`src/hdl/dbp_pkg.sv`:
```
package dbp_pkg;

  localparam int unsigned OffW = 17;
  localparam int unsigned RecW = 18;
  localparam logic [OffW-1:0] BlockLenReset = 17'd4096;
  localparam logic [15:0] RecLenMask = 16'd65532;
  localparam logic [7:0] HdrBytes = 8'd8;
  localparam logic [7:0] DotChar = 8'h2e;

  localparam int unsigned QueueDepth = 4;
  localparam int unsigned QueueAw = 2;
  localparam int unsigned QueueCntW = 3;

  typedef enum logic [1:0] {
    PH_HEADER = 2'd0,
    PH_NAME   = 2'd1,
    PH_PAD    = 2'd2
  } phase_e;

  // one queued word: a single result, or a pair whose first byte is held
  typedef struct packed {
    logic        pair;
    logic [7:0]  held;
    logic [31:0] inode;
    logic [7:0]  ftype;
    logic [7:0]  nlen;
    logic [7:0]  idx;
    logic [7:0]  ch;
    logic        last;
  } res_t;

endpackage

```
`src/hdl/dbp_front.sv`:
```
module dbp_front #(
  parameter int unsigned MAX_BLOCK_BYTES = 65536
) (
  input  logic                       clk_i,
  input  logic                       rst_ni,
  input  logic                       accept_i,
  input  logic [7:0]                 data_byte_i,
  input  logic                       cfg_we_i,
  input  logic [dbp_pkg::OffW-1:0]   cfg_wdata_i,
  output logic                       push_o,
  output dbp_pkg::res_t              push_word_o
);

  localparam logic [dbp_pkg::OffW-1:0] MaxLen = dbp_pkg::OffW'(MAX_BLOCK_BYTES);

  logic [dbp_pkg::OffW-1:0] blen_q;
  logic [dbp_pkg::OffW-1:0] off_q, off_d, start_q, start_d;
  logic [dbp_pkg::RecW-1:0] rec_q, rec_d;
  logic [31:0] inode_q, inode_d;
  logic [7:0]  nlen_q, nlen_d, type_q, type_d, held_q, held_d;
  dbp_pkg::phase_e phase_q, phase_d;
  logic stop_q, stop_d;

  logic [dbp_pkg::OffW-1:0] len;
  logic [dbp_pkg::OffW-1:0] rel;
  logic [dbp_pkg::OffW:0]   o1;
  logic [7:0]  k;
  logic [8:0]  k1;
  logic [15:0] raw;
  logic [dbp_pkg::RecW-1:0] dec;
  logic        bad;
  logic [7:0]  b;

  assign b   = data_byte_i;
  assign len = (blen_q > MaxLen) ? MaxLen : blen_q;
  assign o1  = {1'b0, off_q} + 18'd1;
  assign rel = off_q - start_q;
  assign k   = rel[7:0] - dbp_pkg::HdrBytes;
  assign k1  = {1'b0, k} + 9'd1;
  assign raw = rec_q[15:0];
  // low two raw bits carry length bits 17:16
  assign dec = {raw[1:0], raw & dbp_pkg::RecLenMask};
  assign bad = (raw == 16'hffff) || (raw == 16'h0000) || (dec < 18'd8) ||
               ({2'b00, start_q} + {1'b0, dec} > {2'b00, len}) ||
               ({10'd0, nlen_q} + {10'd0, dbp_pkg::HdrBytes} > dec);

  always_comb begin
    off_d   = off_q;
    start_d = start_q;
    rec_d   = rec_q;
    inode_d = inode_q;
    nlen_d  = nlen_q;
    type_d  = type_q;
    held_d  = held_q;
    phase_d = phase_q;
    stop_d  = stop_q;
    push_o  = 1'b0;
    push_word_o.pair  = 1'b0;
    push_word_o.held  = held_q;
    push_word_o.inode = inode_q;
    push_word_o.ftype = type_q;
    push_word_o.nlen  = nlen_q;
    push_word_o.idx   = 8'd0;
    push_word_o.ch    = b;
    push_word_o.last  = 1'b1;
    if (accept_i) begin
      if (!stop_q) begin
        unique case (phase_q)
          dbp_pkg::PH_HEADER: begin
            if (rel == '0 && ({1'b0, start_q} + 18'd8 >= {1'b0, len})) begin
              stop_d = 1'b1;
            end else begin
              unique case (rel[2:0])
                3'd0: inode_d = {24'd0, b};
                3'd1: inode_d[15:8] = b;
                3'd2: inode_d[23:16] = b;
                3'd3: inode_d[31:24] = b;
                3'd4: rec_d = {10'd0, b};
                3'd5: rec_d[15:8] = b;
                3'd6: nlen_d = b;
                default: begin
                  type_d = b;
                  if (bad) begin
                    stop_d = 1'b1;
                  end else begin
                    rec_d   = dec;
                    phase_d = (inode_q == '0 || nlen_q == '0) ? dbp_pkg::PH_PAD
                                                              : dbp_pkg::PH_NAME;
                  end
                end
              endcase
            end
          end
          dbp_pkg::PH_NAME: begin
            if (nlen_q == 8'd1) begin
              push_o  = (b != dbp_pkg::DotChar);
              phase_d = dbp_pkg::PH_PAD;
            end else if (nlen_q == 8'd2) begin
              if (k == 8'd0) begin
                held_d = b;
              end else begin
                // both bytes go out together unless the name is dot-dot
                push_o = !(held_q == dbp_pkg::DotChar && b == dbp_pkg::DotChar);
                push_word_o.pair = 1'b1;
                push_word_o.idx  = 8'd1;
                phase_d = dbp_pkg::PH_PAD;
              end
            end else begin
              push_o = 1'b1;
              push_word_o.idx  = k;
              push_word_o.last = (k1 == {1'b0, nlen_q});
              if (k1 == {1'b0, nlen_q}) begin
                phase_d = dbp_pkg::PH_PAD;
              end
            end
          end
          default: begin
          end
        endcase
        if (!stop_d && phase_d != dbp_pkg::PH_HEADER &&
            {1'b0, o1} == {2'b00, start_q} + {1'b0, rec_d}) begin
          start_d = o1[dbp_pkg::OffW-1:0];
          phase_d = dbp_pkg::PH_HEADER;
        end
      end
      if (o1 >= {1'b0, len}) begin
        off_d   = '0;
        start_d = '0;
        rec_d   = '0;
        inode_d = '0;
        nlen_d  = '0;
        type_d  = '0;
        held_d  = '0;
        phase_d = dbp_pkg::PH_HEADER;
        stop_d  = 1'b0;
      end else begin
        off_d = o1[dbp_pkg::OffW-1:0];
      end
    end
  end

  always_ff @(posedge clk_i or negedge rst_ni) begin
    if (!rst_ni) begin
      blen_q  <= dbp_pkg::BlockLenReset;
      off_q   <= '0;
      start_q <= '0;
      rec_q   <= '0;
      inode_q <= '0;
      nlen_q  <= '0;
      type_q  <= '0;
      held_q  <= '0;
      phase_q <= dbp_pkg::PH_HEADER;
      stop_q  <= 1'b0;
    end else begin
      if (cfg_we_i) begin
        blen_q <= cfg_wdata_i;
      end
      off_q   <= off_d;
      start_q <= start_d;
      rec_q   <= rec_d;
      inode_q <= inode_d;
      nlen_q  <= nlen_d;
      type_q  <= type_d;
      held_q  <= held_d;
      phase_q <= phase_d;
      stop_q  <= stop_d;
    end
  end

endmodule

```
`src/hdl/dbp_queue.sv`:
```
module dbp_queue (
  input  logic          clk_i,
  input  logic          rst_ni,
  input  logic          push_i,
  input  dbp_pkg::res_t push_word_i,
  output logic          full_o,
  output logic          valid_o,
  input  logic          pop_i,
  output dbp_pkg::res_t head_o
);

  dbp_pkg::res_t mem_q [dbp_pkg::QueueDepth];
  logic [dbp_pkg::QueueAw-1:0] wr_q, rd_q;
  logic [dbp_pkg::QueueCntW-1:0] cnt_q;
  logic do_push, do_pop;

  assign full_o  = (cnt_q == dbp_pkg::QueueCntW'(dbp_pkg::QueueDepth));
  assign valid_o = (cnt_q != '0);
  assign head_o  = mem_q[rd_q];
  assign do_push = push_i && !full_o;
  assign do_pop  = pop_i && valid_o;

  always_ff @(posedge clk_i) begin
    if (do_push) begin
      mem_q[wr_q] <= push_word_i;
    end
  end

  always_ff @(posedge clk_i or negedge rst_ni) begin
    if (!rst_ni) begin
      wr_q  <= '0;
      rd_q  <= '0;
      cnt_q <= '0;
    end else begin
      if (do_push) begin
        wr_q <= wr_q + 1'b1;
      end
      if (do_pop) begin
        rd_q <= rd_q + 1'b1;
      end
      cnt_q <= cnt_q + dbp_pkg::QueueCntW'(do_push) - dbp_pkg::QueueCntW'(do_pop);
    end
  end

  a_no_push_when_full: assert property (@(posedge clk_i) disable iff (!rst_ni)
    push_i |-> !full_o)
    else $error("word pushed into full queue");

  a_cnt_bound: assert property (@(posedge clk_i) disable iff (!rst_ni)
    cnt_q <= dbp_pkg::QueueCntW'(dbp_pkg::QueueDepth))
    else $error("queue count out of range");

endmodule

```
`src/hdl/dbp_back.sv`:
```
module dbp_back (
  input  logic          clk_i,
  input  logic          rst_ni,
  input  logic          q_valid_i,
  input  dbp_pkg::res_t head_i,
  output logic          pop_o,
  output logic          out_valid_o,
  input  logic          out_ready_i,
  output logic [31:0]   entry_inode_o,
  output logic [7:0]    entry_type_o,
  output logic [7:0]    name_length_o,
  output logic [7:0]    char_index_o,
  output logic [7:0]    name_char_o,
  output logic          last_of_name_o
);

  logic valid_q, half_q, load;
  logic first_half;

  assign load       = q_valid_i && (!valid_q || out_ready_i);
  assign first_half = head_i.pair && !half_q;
  assign pop_o      = load && !first_half;
  assign out_valid_o = valid_q;

  always_ff @(posedge clk_i or negedge rst_ni) begin
    if (!rst_ni) begin
      valid_q <= 1'b0;
      half_q  <= 1'b0;
    end else begin
      if (load) begin
        valid_q <= 1'b1;
        half_q  <= first_half;
      end else if (out_ready_i) begin
        valid_q <= 1'b0;
      end
    end
  end

  always_ff @(posedge clk_i) begin
    if (load) begin
      entry_inode_o  <= head_i.inode;
      entry_type_o   <= head_i.ftype;
      name_length_o  <= head_i.nlen;
      // pair word: held byte first at index zero, then the stored byte
      char_index_o   <= first_half ? 8'd0 : head_i.idx;
      name_char_o    <= first_half ? head_i.held : head_i.ch;
      last_of_name_o <= first_half ? 1'b0 : head_i.last;
    end
  end

  a_half_has_word: assert property (@(posedge clk_i) disable iff (!rst_ni)
    half_q |-> valid_q)
    else $error("pair half pending without a word on the output");

  a_pair_pop_after_half: assert property (@(posedge clk_i) disable iff (!rst_ni)
    (pop_o && head_i.pair) |-> half_q)
    else $error("pair word popped before its first byte went out");

endmodule

```
`src/hdl/ext2_dir_block_parser.sv`:
```
// path: a name byte is written into the queue, then registered in the output stage;
//   the second byte of a two-byte name follows the first out of the same queue word
// throughput: one input word per cycle while the queue is not full, one result word
//   per cycle while out_ready_i is high; the 4-entry queue between parser and output
//   stage absorbs the two-result words, which always follow a word with no result
// reset: parse state cleared, block_length back to 4096, no clearing pass
module ext2_dir_block_parser #(
  parameter int unsigned MAX_BLOCK_BYTES = 65536
) (
  input  logic                     clk_i,
  input  logic                     rst_ni,
  input  logic                     block_length_we_i,
  input  logic [dbp_pkg::OffW-1:0] block_length_i,
  input  logic                     in_valid_i,
  output logic                     in_ready_o,
  input  logic [7:0]               data_byte_i,
  output logic                     out_valid_o,
  input  logic                     out_ready_i,
  output logic [31:0]              entry_inode_o,
  output logic [7:0]               entry_type_o,
  output logic [7:0]               name_length_o,
  output logic [7:0]               char_index_o,
  output logic [7:0]               name_char_o,
  output logic                     last_of_name_o
);

  logic          push, full, q_valid, pop;
  dbp_pkg::res_t push_word, head;

  assign in_ready_o = !full;

  dbp_front #(
    .MAX_BLOCK_BYTES(MAX_BLOCK_BYTES)
  ) u_front (
    .clk_i       (clk_i),
    .rst_ni      (rst_ni),
    .accept_i    (in_valid_i && in_ready_o),
    .data_byte_i (data_byte_i),
    .cfg_we_i    (block_length_we_i),
    .cfg_wdata_i (block_length_i),
    .push_o      (push),
    .push_word_o (push_word)
  );

  dbp_queue u_queue (
    .clk_i       (clk_i),
    .rst_ni      (rst_ni),
    .push_i      (push),
    .push_word_i (push_word),
    .full_o      (full),
    .valid_o     (q_valid),
    .pop_i       (pop),
    .head_o      (head)
  );

  dbp_back u_back (
    .clk_i          (clk_i),
    .rst_ni         (rst_ni),
    .q_valid_i      (q_valid),
    .head_i         (head),
    .pop_o          (pop),
    .out_valid_o    (out_valid_o),
    .out_ready_i    (out_ready_i),
    .entry_inode_o  (entry_inode_o),
    .entry_type_o   (entry_type_o),
    .name_length_o  (name_length_o),
    .char_index_o   (char_index_o),
    .name_char_o    (name_char_o),
    .last_of_name_o (last_of_name_o)
  );

endmodule
```
`config.mk`:
```
export PLATFORM = sky130hd
export DESIGN_NAME = ext2_dir_block_parser
export DESIGN_NICKNAME = d
export VERILOG_FILES = /design/src/hdl/dbp_pkg.sv /design/src/hdl/dbp_front.sv /design/src/hdl/dbp_queue.sv /design/src/hdl/dbp_back.sv /design/src/hdl/ext2_dir_block_parser.sv
export SDC_FILE = /design/constraint.sdc
export NUM_CORES = 1
export LEC_CHECK = 0
export BUFFER_PORTS_ARGS = -buffer_cell sky130_fd_sc_hd__clkbuf_2
export CAP_MARGIN = 20
export CORE_ASPECT_RATIO = 0.9
export CORE_UTILIZATION = 56
export CTS_BUF_LIST = sky130_fd_sc_hd__clkbuf_4 sky130_fd_sc_hd__clkbuf_8
export CTS_CLUSTER_SIZE = 28
export DETAILED_ROUTE_END_ITERATION = 10
export GPL_TIMING_DRIVEN = 1
export PLACE_DENSITY = 0.86
export SLEW_MARGIN = 0
export SYNTH_ARGS = -nofsm -noshare
export SYNTH_HDL_FRONTEND = slang
export SYNTH_SLANG_ARGS = --single-unit
```
`constraint.sdc`:
```
create_clock -name clk_i -period 6.3 [get_ports clk_i]
set_input_delay 0.315 -clock clk_i [delete_from_list [all_inputs] [get_ports clk_i]]
set_output_delay 0.315 -clock clk_i [all_outputs]
set_load 0.01 [all_outputs]
```
==> impl_metrics.json, run 1 <==
{
  "clock.fmax_ghz": 0.1404,
  "synthesis.nets": 1880,
  "switchingPower_mw": 4.636,
  "outcome": "finished, violations left",
  "finalClockSkew_ps": 47.18,
  "core-area_mm2": 0.04220,
  "overflow": 0,
  "worstHoldPathType": "input port to flop",
  "fp-row-count": 71,
  "setup_viol": 19,
  "worst_ep_required_time_ps": 6820,
  "synth.largest_area_cell": "edfxtp_1",
  "worst_margin_pin_slew_ps": 1011,
  "grt_antenna_before_repair": 1,
  "layout-area-overhead-vs-synth_pct": 23.02,
  "die-area_mm2": 0.04397,
  "failed_checks": "negative setup slack",
  "layout_setup_ws_ps": -822.9,
  "synth.most_common_cell": "edfxtp_1",
  "placed_cells": 2576,
  "post-dp-hpwl_mm": 44.51,
  "antenna_fix_cells": 0,
  "drt_wl_total_mm": 65.26,
  "ys_seq_elements": 498,
  "cts.clk_slew.worst_paths_ps": 70,
  "initial_core_util_pct": 57.25,
  "h-tree-depth": 3,
  "clock_power_share_pct": 22.1,
  "clkLatencyLatePin_ps": 670,
  "synth_commonest_cells": "edfxtp_1 (361), dfrtp_1 (136), ha_1 (120), nand2_1 (113), inv_1 (76)",
  "layout-drive-gt1-share_pct": 34.21,
  "finalNonFillerCells": 2763,
  "p_leak_nw": 12.08,
  "io_pins": 97,
  "critPathCaptureType": "flop",
  "power_mw": 13.09,
  "synthArstFlopShare_pct": 27.51,
  "synth_flop_cell": "edfxtp_1",
  "grt_setup_unrepaired": "true",
  "port-buffer-count": 96,
  "layout_worst_path_cycle_share_pct": 113.1,
  "flop_pwr_share_pct": 36.5,
  "gpl.final_weighted_congestion": 0.9691,
  "ys.warnings.count": 0,
  "power.share.combinational_pct": 41.4,
  "cts_made_buffers": 78,
  "avgViaCountPerCell": 6.305,
  "die_h_um": 199.0,
  "number_of_detailed_route_iterations_in_the_first_pass": 5,
  "grt_max_degree": 76,
  "dominant_cells_by_area_after_synthesis": "edfxtp_1 (45%), dfrtp_1 (14%), mux4_2 (6.9%)",
  "die_w_um": 220.9,
  "via_count_of_the_first_global_routing_pass": 17390,
  "post_synth_num_cell_types": 89,
  "largest_fanout_on_the_critical_path": 7,
  "routed-via-count": 17420,
  "criticalPathCategory": "flop to flop",
  "tritoncts_num_sinks": 498,
  "layout_min_cycle_time_ps": 7123,
  "cts_tree": "done",
  "maxCapViolations": 0,
  "hold_violations": 0,
  "pwr_density_cell_mw_per_mm2": 440.4,
  "grt_pass1_wl_mm": 99.91,
  "maxSlewHeadroom_pct": 32.59,
  "drc_errors": 0,
  "seq_area_frac_synth_pct": 59.07,
  "wire_per_inst_um": 23.62,
  "clock-root-buffer": "clkbuf_8",
  "power_report.internal_total_mw": 8.452,
  "max-clock-path-buffers": 3,
  "netlist.area_leader.share_pct": 44.87,
  "worst_ep_arrival_time_ps": 7640,
  "final_max_slew_viol_count": 0,
  "number_of_nets_still_failing_antenna_checks_after_routing": 0,
  "holdWs_ps": 108.6,
  "power.ir.vdd_worst_mv": 0.2578,
  "postSynthAreaPerCell_um2": 14.00,
  "synthCells": 1726,
  "switching_share_pct": 35.42,
  "nets": 2305,
  "netlist_area_mm2": 0.02416,
  "grt_util_all_layers_pct": 30.11,
  "detail_route.iter0.violations": 1672,
  "synth_edf_count": 361,
  "timing.critical_path.from_type": "flop"
}
## kinds of logic after synthesis
family,share of synthesized area (%)
XOR/XNOR,3.765
adder cells (fa/ha/maj),6.547
flip-flops,59.07
AND/OR/NAND/NOR,8.442
buffers and inverters,2.108
AO/OA/AOI/OAI,10.61
multiplexers,9.462
## layer usage
metal  routed length, um  part of all wire [%]  GRT usage [%]  vias to the layer above
li1                    -                     -              -                     7591
met3                4920                   7.5          5.968                      209
met4                3121                   4.8          13.68                        0
met1               26050                    40          39.12                     8699
met2               31170                    48          49.45                      922
met5                   0                     0              0                        -
## per-stage QoR
stage | worst slack, ps | util, % | TNS, ps | cell area, um2
floorplan | -311.7 | - | -3857 | 24210
global placement | -751.6 | 64.46 | -13510 | 27200
detailed placement | -899.3 | 64.46 | -16160 | 27200
CTS | -603.4 | 69.51 | -10330 | 29330
global route | -920.5 | 70.43 | -16530 | 29720
finish | -822.9 | 70.43 | -14680 | 29720
## state kept, by name (all words and copies together) (netlist names), 3 cells and up
name and count:
u_front.blen_q 17, u_queue.mem_q 296, u_front.inode_q 32, u_front.held_q 8
u_back.entry_type_o 8, u_front.off_q 17, u_front.nlen_q 8, u_queue.cnt_q 3
u_back.name_char_o 8, u_front.start_q 17, u_front.rec_q 18, u_back.char_index_o 8
u_back.entry_inode_o 32, u_front.type_q 8, u_back.name_length_o 8
## layout make-up
type                    count  area (um2)
clock buffers             131        1572
clock inverters            14       120.1
fillers                  2696       12480
inverters                  78       292.8
multi-input cells        1097        9873
flip-flops and latches    498       14280
well taps                 547       684.4
repair buffers            398        2902
## worst max-delay path, cell delays in order (launching register included)
cell       delay [ps]
dfrtp_2           430
inv_1              90
buf_4             150
ha_1              350
nand2_1           160
o31ai_4           340
buf_4             190
mux2i_1           230
o2111ai_2         240
a211oi_2          320
nand4_1           310
o31a_1            400
and3_1            290
buf_4             180
a22o_1            230
ha_1              310
nand4_1           210
or4_4             630
nand3_2           110
or4b_4            480
a2bb2oi_2         150
o22a_1            260
a211oi_4          290
a21oi_2           120
nand2b_4          210
buf_12            200
o2bb2ai_1         110
## power by group through the flow
stage / logic (mW) / clock network, mW / registers [mW]
floorplan: 3.03 / 0 / 4.71
global placement: 4.63 / 0 / 4.75
detailed placement: 4.79 / 0 / 4.82
CTS: 5.14 / 2.94 / 4.77
global route: 5.76 / 3.08 / 4.84
finish: 5.41 / 2.90 / 4.78
## cells in the final DEF, fill, tap and decap left out, types with 53 or more instances in the layout
cell type / n
edfxtp_1: 361
mux4_2: 74
a22o_1: 64
buf_4: 276
inv_1: 73
nor2_1: 59
nand2_1: 108
xnor2_1: 59
clkbuf_8: 94
ha_1: 113
a21oi_1: 53
dfrtp_1: 133
clkbuf_2: 95
## timing repair
action	in CTS	in global routing
cloned	0	1
setup endpoints to repair	19	19
endpoints found under the hold margin	80	0
setup buffers	15	8
pin swaps	25	21
resized for setup	33	54
hold buffers	19	0
## path summary, 6_finish.rpt
check,cells after the start,slack (ps),end,from
worst max-delay path,26,-820,u_front.start_q[8],u_front.start_q[4]
worst min-delay path,1,110,u_queue.mem_q[2][7],data_byte_i[6]
worst max register to register,26,-820,u_front.start_q[8],u_front.start_q[4]
worst min register to register,1,520,u_queue.cnt_q[2],u_queue.cnt_q[2]
max in group asynchronous,4,4970,u_front.blen_q[12],rst_ni
min in group asynchronous,2,210,u_front.type_q[0],rst_ni
No activity file was read; power rests on OpenSTA's default activity.
==> run 2, diff against run 1 <==
Settings changed: CORE_UTILIZATION 56 to 55, CTS_BUF_LIST sky130_fd_sc_hd__clkbuf_4 sky130_fd_sc_hd__clkbuf_8 to unset, PLACE_DENSITY 0.86 to 0.85.
==> run 2 against run 1 <==
Effect of this change:
- the run still ends with negative setup slack left
- via count is 2.2% lower
- sequential cell count unchanged
- final area shrank 0.67%
- routed wire length grew 2.4%
- sequential share of layout area up 0.32 points
- core utilization down 2.0 points
- clock skew decreased by 19 ps
- worst setup slack gained 330 ps
- first-iteration DRC count increased by 7.9%
- global-route usage rose by 0.19 points
- sequential power is 0.8% lower
- critical path type unchanged
- critical endpoint is now u_front.start_q[15]
- largest cell class unchanged
==> impl_metrics.json, run 2 (synthesis results as in run 1) <==
{
  "multi_input_area_mm2": 0.009630,
  "grt_util_all_layers_pct": 30.30,
  "cp_num_buf_inv": 5,
  "via_count_of_the_first_global_routing_pass": 17320,
  "core-area_mm2": 0.04315,
  "initial_core_util_pct": 55.98,
  "worst_ep_required_time_ps": 6790,
  "reg_top3": "u_queue.mem_q: 296 flops, u_back.entry_inode_o: 32 flops, u_front.inode_q: 32 flops",
  "drt_wl_total_mm": 66.84,
  "worst_ep_arrival_time_ps": 7280,
  "nFillCells": 2853,
  "critPathTopFamily": "compound AO/OA/AOI/OAI gates",
  "worstHoldPathCells": 1,
  "clock.fmax_ghz": 0.1473,
  "cts_tree": "done",
  "setup_viol": 19,
  "max-clock-path-buffers": 3,
  "place_area_mm2": 0.02725,
  "crit_slowest_cell": "xnor2_1",
  "die_h_um": 200.8,
  "power.ir.vdd_worst_mv": 0.2998,
  "reg2reg_from": "u_front.start_q[9]",
  "layout_worst_path_cycle_share_pct": 107.8,
  "layout_min_cycle_time_ps": 6790,
  "io_pins": 97,
  "clkLatencyLatePin_ps": 620,
  "reg2reg_setup_slack_ps": -490,
  "final_max_slew_viol_count": 0,
  "largest_register_ff_count": 296,
  "critPathMostFrequentCell": "buf_4",
  "antenna_fix_cells": 0,
  "tritoncts_num_sinks": 498,
  "post-dp-hpwl_mm": 45.43,
  "reg2reg_depth": 28,
  "number_of_nets_still_failing_antenna_checks_after_routing": 0,
  "levels_on_crit_path": 28,
  "registers.top_by_ff_count": "u_queue.mem_q",
  "routed-via-count": 17050,
  "wire_per_inst_um": 24.59,
  "grt_pass1_wl_mm": 102.2,
  "die-area_mm2": 0.04477,
  "mostFrequentLayoutCell": "edfxtp_1",
  "critical-path-max-stage-delay_ps": 600,
  "pwr_density_cell_mw_per_mm2": 447.8,
  "avgViaCountPerCell": 6.271,
  "commonest_cells_after_routing_fill_and_taps_aside": "edfxtp_1 (361), buf_4 (278), dfrtp_1 (134)",
  "r2r-end": "u_front.start_q[15]",
  "seqCellArea_mm2": 0.01427,
  "layout-area-overhead-vs-synth_pct": 22.20,
  "grt_setup_unrepaired": "true",
  "min_from": "data_byte_i[5]",
  "grt_antenna_before_repair": 0,
  "worstHoldPathType": "input port to flop",
  "final_area_mm2": 0.02952,
  "gpl.final_weighted_congestion": 1.036,
  "clock-root-buffer": "clkbuf_16",
  "nets": 2278,
  "cts_made_buffers": 49,
  "largest_fanout_on_the_critical_path": 7,
  "cts.clk_slew.worst_paths_ps": 70,
  "overflow": 0,
  "detail_route.iter0.violations": 1804,
  "critPathCaptureType": "flop",
  "finalClockSkew_ps": 27.79,
  "maxSlewHeadroom_pct": 32.27,
  "worst_margin_pin_slew_ps": 1016,
  "layout-drive-gt1-share_pct": 30.51,
  "p_leak_nw": 11.96,
  "failed_checks": "negative setup slack",
  "hold_violations": 0,
  "port-buffer-count": 96,
  "number_of_detailed_route_iterations_in_the_first_pass": 5,
  "power_mw": 13.22,
  "grt_max_degree": 75,
  "timing.critical_path.from_type": "flop",
  "layout_setup_ws_ps": -490.1,
  "criticalPathCategory": "flop to flop",
  "drc_errors": 0,
  "maxCapViolations": 0,
  "fp-row-count": 72,
  "outcome": "finished, violations left",
  "min_to": "u_queue.mem_q[2][6]",
  "h-tree-depth": 2,
  "die_w_um": 222.9
}
[run 2: what timing repair did]
action | in CTS | in global routing
setup endpoints to repair | 19 | 19
hold buffers | 19 | 0
pin swaps | 18 | 11
cloned | 0 | 1
buffers inserted | 12 | 8
hold endpoints to repair | 91 | 0
gates resized for setup | 27 | 22
[run 2: per-layer routing]
metal | global-route usage, % | vias to the layer above | wire length, um
met2 | 50.56 | 839 | 32890
met5 | 0 | - | 0
met1 | 39.87 | 8504 | 26270
li1 | - | 7525 | -
met3 | 4.391 | 177 | 4839
met4 | 12.86 | 0 | 2845
[run 2: power breakdown]
part | switching [mW] | internal [mW] | leakage [nW]
Combinational | 2.86 | 2.50 | 5.99
Sequential | 0.505 | 4.23 | 5.13
Clock | 1.33 | 1.80 | 0.841
[run 2: how the worst max path moves through the flow]
| stage | startpoint | to | slack, ps |
|---|---|---|---|
| after floorplan | u_front.start_q[2] | u_front.start_q[15] | -310 |
| after global placement | u_front.start_q[2] | u_front.start_q[15] | -450 |
| after detailed placement | u_front.start_q[2] | u_front.start_q[15] | -650 |
| after CTS | u_front.start_q[2] | u_front.start_q[16] | -400 |
| after global routing | u_front.start_q[2] | u_front.start_q[5] | -840 |
| final | u_front.start_q[9] | u_front.start_q[15] | -490 |
[run 2: stage by stage]
stage | setup WS, ps | hold slack (ps) | cells | setup TNS, ps | util, %
after floorplan | -311.7 | 19.41 | 1726 | -3857 | -
after global placement | -448.2 | 395.4 | 2590 | -7887 | 63.16
after detailed placement | -652.2 | 408.8 | 2590 | -11700 | 63.16
after CTS | -400.3 | 122.4 | 2710 | -6710 | 68.03
after global routing | -838.4 | 139.6 | 2718 | -15330 | 68.42
final | -490.1 | 168.4 | 2718 | -8649 | 68.42
[run 2: cell type report]
| type | count | area share [%] |
|---|---|---|
| Tap cell | 555 | 2.352 |
| Sequential cell | 498 | 48.35 |
| Timing Repair Buffer | 400 | 9.824 |
| Inverter | 78 | 0.9917 |
| Clock buffer | 56 | 4.276 |
| Multi-Input combinational cell | 1097 | 32.62 |
| Clock inverter | 34 | 1.581 |
